$ cat src/assert_macros.svh
// Assertion macros shared by the attitude controller RTL.
// No dependencies; include in any module that carries concurrent checks.
`ifndef ASSERT_MACROS_SVH
`define ASSERT_MACROS_SVH

// Clocked check, masked while reset is asserted, with a given message.
`define QPD_ASSERT_MSG(lbl, prop, msg) \
    lbl: assert property (@(posedge clk) disable iff (!rst_n) prop) else $error(msg);

// Clocked check with the default message.
`define QPD_ASSERT(lbl, prop) \
    `QPD_ASSERT_MSG(lbl, prop, "qpd check failed")

`endif

$ cat src/qpd_pkg.sv
// Shared types and constants for the quaternion PD attitude controller.
// No dependencies.
`timescale 1ns / 1ps

package qpd_pkg;

    localparam int SQ_STAGES = 17;   // one root bit per stage
    localparam int DV_STAGES = 15;   // one quotient bit per stage

    typedef logic signed [15:0] q16_t;

    typedef struct packed {
        q16_t        rate_x;
        q16_t        rate_y;
        q16_t        rate_z;
        q16_t        want_w;
        q16_t        want_x;
        q16_t        want_y;
        q16_t        want_z;
        logic [15:0] thrust;
    } side_t;

    typedef struct packed {
        logic en;
        logic vld;
    } pipe_ctl_t;

    localparam logic CFG_ATT_GAIN  = 1'b0;
    localparam logic CFG_RATE_GAIN = 1'b1;

    localparam logic [15:0] GAIN_RESET = 16'd256;

endpackage

$ cat src/qpd_isqrt.sv
// Pipelined integer square root, one result bit per stage.
// Depends on qpd_pkg.
`timescale 1ns / 1ps

module qpd_isqrt (
    input  logic              clk,
    input  logic              rst_n,
    input  qpd_pkg::pipe_ctl_t ctl,
    input  logic [32:0]       radicand,
    output logic              root_vld,
    output logic [16:0]       root
);
    import qpd_pkg::*;

    localparam int RW = 34;

    logic [RW-1:0] rem_reg [0:SQ_STAGES-1];
    logic [RW-1:0] res_reg [0:SQ_STAGES-1];
    logic          vld_reg [0:SQ_STAGES-1];

    for (genvar g = 0; g < SQ_STAGES; g++) begin : g_stage
        localparam logic [RW-1:0] BIT = {{(RW-1){1'b0}}, 1'b1} << (2 * (SQ_STAGES - 1 - g));
        logic [RW-1:0] rem_in;
        logic [RW-1:0] res_in;
        logic          vld_in;
        logic [RW-1:0] trial;
        logic [RW-1:0] rem_next;
        logic [RW-1:0] res_next;

        if (g == 0) begin : g_first
            assign rem_in = {1'b0, radicand};
            assign res_in = '0;
            assign vld_in = ctl.vld;
        end
        else begin : g_rest
            assign rem_in = rem_reg[g-1];
            assign res_in = res_reg[g-1];
            assign vld_in = vld_reg[g-1];
        end

        always_comb
        begin
            trial = res_in + BIT;
            if (rem_in >= trial)
            begin
                rem_next = rem_in - trial;
                res_next = (res_in >> 1) + BIT;
            end
            else
            begin
                rem_next = rem_in;
                res_next = res_in >> 1;
            end
        end

        always_ff @(posedge clk or negedge rst_n)
        begin
            if (!rst_n)
                vld_reg[g] <= 1'b0;
            else if (ctl.en)
                vld_reg[g] <= vld_in;
        end

        always_ff @(posedge clk)
        begin
            if (ctl.en)
            begin
                rem_reg[g] <= rem_next;
                res_reg[g] <= res_next;
            end
        end
    end

    assign root_vld = vld_reg[SQ_STAGES-1];
    assign root     = res_reg[SQ_STAGES-1][16:0];

endmodule

$ cat config.mk
export PLATFORM = sky130hd
export DESIGN_NAME = qpd_isqrt
export DESIGN_NICKNAME = d
export VERILOG_FILES = /design/src/assert_macros.svh /design/src/qpd_pkg.sv /design/src/qpd_isqrt.sv
export SDC_FILE = /design/constraint.sdc
export NUM_CORES = 1
export LEC_CHECK = 0
export CORE_ASPECT_RATIO = 1.2
export CORE_MARGIN = 4
export CORE_UTILIZATION = 50
export DETAILED_ROUTE_END_ITERATION = 12
export DONT_BUFFER_PORTS = 1
export PLACE_DENSITY_LB_ADDON = 0.25
export SKIP_CTS_REPAIR_TIMING = 1
export SYNTH_ARGS = -nofsm -noshare
export SYNTH_HDL_FRONTEND = slang
export SYNTH_SLANG_ARGS = --single-unit
$ cat constraint.sdc
create_clock -name clk -period 4.8 [get_ports clk]
set_input_delay 0.24 -clock clk [delete_from_list [all_inputs] [get_ports clk]]
set_output_delay 0.24 -clock clk [all_outputs]
set_load 0.01 [all_outputs]
==> flow_metrics.tcl <==
set metrics [dict create \
    outcome "finished, violations left" \
    synth-seq-cells 714 \
    worstSkewPairLatency_ns 0.63 \
    synthTopCellsByArea "edfxtp_1, ha_1, xnor2_1, xor2_1, inv_1" \
    crit_fanout 19 \
    slowest_delay_ns 0.93 \
    dieArea_um2 71300 \
    period_share_pct 78.8 \
    coreArea_um2 66100 \
    cp_top_family "compound AO/OA/AOI/OAI gates" \
    grtUsageTotal_pct 18.8 \
    grt_max_degree 715 \
    cp_common_cell "a2111oi_0" \
    critical_path_required_ns 5.14 \
    layout.area.seq_um2 21400 \
    grt_overflow 0 \
    ys.flop_type "edfxtp_1" \
    critical_path_class "reg -> reg" \
    hold_path.class "in -> reg" \
    cp-end-kind "register" \
    critPathBufInv 1 \
    synth.distinct_cells 79 \
    die_width_um 244 \
    first_iter_violations 1210 \
    worst_pin_slew_ns 2.61 \
    crit_arrival_ns 4.12 \
    hpwl_mm 49.0 \
    vias_per_cell 5.62 \
    crit_slowest_cell "a2111oi_0" \
    p_sw_w 0.00439 \
    finalSetupTns_ns 0 \
    firstDrtPassIters 5 \
    grt_pass1_vias 21138 \
    htreeDepth 3 \
    num_rows 103 \
    portBuffers 0 \
    clock.fmax_mhz 264 \
    power.density_nw_per_um2 447 \
    n_fill_cell 5199 \
    diodes 0 \
    final_core_util_pct 56.5 \
    finalCriticalPeriod_ns 3.78 \
    async_flop_share_pct 2.38 \
    largest_register_ffs 544 \
    clock-root-buffer "clkbuf_16" \
    finClkSkew_ns 0.0373 \
    route.vias.total 20214 \
    num_io_pins 55 \
    die_h_um 292 \
    final_area_um2 37400 \
    nets 2854 \
    hold_viol 0 \
    clk_path_buf_depth 3 \
    synth_top_cell_by_area "edfxtp_1" \
    routed_wl_mm 68.8 \
    cts.sinks 714 \
    clk_pin_slew_ns 0.06 \
    ys_warn_count 0 \
    violations "max-slew violations" \
    multiInputGateArea_um2 11300 \
    drv_cap 0 \
    synth_top_area_share_pct 62.4 \
    setup_violations 0 \
    grt_antenna_before_repair 0 \
    cts_tree "done" \
    synthesis.area_per_instance_um2 13.1 \
    drive_gt1_share_pct 6.95 \
    place_congestion 0.958 \
    ant_nets 0 \
    switching_share_pct 26.3 \
    internal_power_w 0.0123 \
    initial_core_util_pct 50.7 \
    p_leak_nw 14.0 \
    combPwrFrac_pct 15.8 \
    cts_made_buffers 72 \
    syn_inst 2566 \
    place_area_um2 34600 \
    start_kind "register" \
    synth_seq_area_share_pct 63.7 \
    seq_power_share_pct 50.3 \
    wl_per_cell_um 19.1 \
    irDropWorstVdd_v 0.000370 \
    r2r_slack_ns 1.02 \
    grt_pass1_wl_mm 106 \
    cp_cell_sequence "ha_1 > nand4_1 > a2111oi_0 > o31ai_1 > a21oi_1 > nor2_2 > buf_4 > a2111oi_0 > xor2_1" \
    syn-cell-area_um2 33500 \
    synth_edf_count 697 \
    drc_errors 0 \
    total_power_w 0.0167 \
    finalMaxSlewViolations 528 \
    syn2layout_area_growth_pct 11.4 \
    slew_headroom_pct -74.0 \
    clkPwrFrac_pct 33.9 \
    rsz0062_at_grt "no" \
]
## cells in the mapped netlist (7+ instances only)
master	n
xor2_1	108
clkbuf_1	26
mux2_2	45
or3_1	30
edfxtp_1	697
nand2_1	131
nor2_1	160
nand3_1	33
o41ai_1	9
nor2b_1	19
nand3b_1	11
a21o_1	38
or4_1	15
nor3_1	97
o21a_1	30
o211ai_1	12
nand2b_1	44
nor4_1	65
o31ai_1	15
a31oi_1	14
buf_2	8
dfrtp_1	17
o21ai_0	121
nand4_1	38
o31a_1	8
xnor2_1	114
inv_1	195
nor4b_1	14
and2_1	13
a211oi_1	21
ha_1	166
o21bai_1	7
a21oi_1	131
## power groups by stage
stage	Sequential [W]	Combinational, W	Clock [W]
floorplan	0.00830	0.00202	0
global placement	0.00848	0.00247	0
detailed placement	0.00851	0.00257	0
CTS	0.00838	0.00258	0.00580
global route	0.00847	0.00293	0.00608
finish	0.00840	0.00264	0.00567
## stage by stage
stage	setup WS, ns	cells	hold slack, ns
3_3_place_gp	1.37	3431	-0.0552
4_1_cts	1.27	3560	-0.716
3_5_place_dp	1.29	3431	-0.0552
6_report	1.02	3598	0.135
5_1_grt	0.955	3598	0.00262
2_1_floorplan	1.76	2567	-0.0556
## final timing paths
check / startpoint / endpoint / depth (start not counted)
setup / recovery: rem_reg[0][452] / rem_reg[0][503] / 9
hold / removal: ctl[1] / rem_reg[0][192] / 0
setup reg to reg: rem_reg[0][452] / rem_reg[0][503] / 9
hold reg to reg: res_reg[12][12] / res_reg[13][11] / 0
max in group asynchronous: rst_n / g_stage[6].vld_in / 1
min in group asynchronous: rst_n / root_vld / 1
## final cells by class
| type | count | share of cell area, % |
|---|---|---|
| Sequential cell | 714 | 57.1 |
| Multi-Input combinational cell | 1619 | 30.3 |
| Clock buffer | 86 | 5.02 |
| Tap cell | 892 | 2.99 |
| Inverter | 196 | 1.97 |
| Clock inverter | 43 | 1.38 |
| Timing Repair Buffer | 48 | 1.27 |
## metal layers
layer	global-route usage [%]	routed length, µm	part of all wire [%]
met2	39.9	41000	60
met5	0	0	0
met1	15.6	21600	31
met4	11.7	4260	6.2
met3	2.70	1880	2.7
## worst register-to-register path: cells and delay by family, from the launching register on
| family | cells | cell delay (ns) |
|---|---|---|
| and+or+nand+nor | 2 | 0.34 |
| xor gates and xnor gates | 1 | 0.13 |
| DFF | 1 | 0.42 |
| adders and majority gates | 1 | 0.43 |
| AOI/OAI and AO/OA | 4 | 1.92 |
| buffers and inverters | 1 | 0.25 |
## cells by family (layout without fill, tap and decap cells)
logic type	after synthesis	count (layout)	share of synthesized area [%]
compound gates	456	456	8.51
flops	714	714	63.7
other cells	1	2	0.0112
mux	53	53	1.78
simple gates	720	720	11.4
xor+xnor	222	222	5.80
buf+inv	234	373	2.67
fa+ha+maj	166	166	6.19
## cell usage in the layout (no fill, tap or decap), drive strengths merged, types with 21 or more instances in the layout
cell / instances
inv: 200
mux2: 47
clkbuf: 86
nand2: 132
nand4: 38
nor4: 65
ha: 166
edfxtp: 697
a21o: 38
nand3: 33
dlygate4sd3: 37
a211oi: 21
o21ai: 123
xor2: 108
xnor2: 114
nand2b: 44
o21a: 30
a21oi: 131
nor2: 160
clkinv: 26
or3: 31
nor3: 97
No activity file was read; power rests on OpenSTA's default activity.
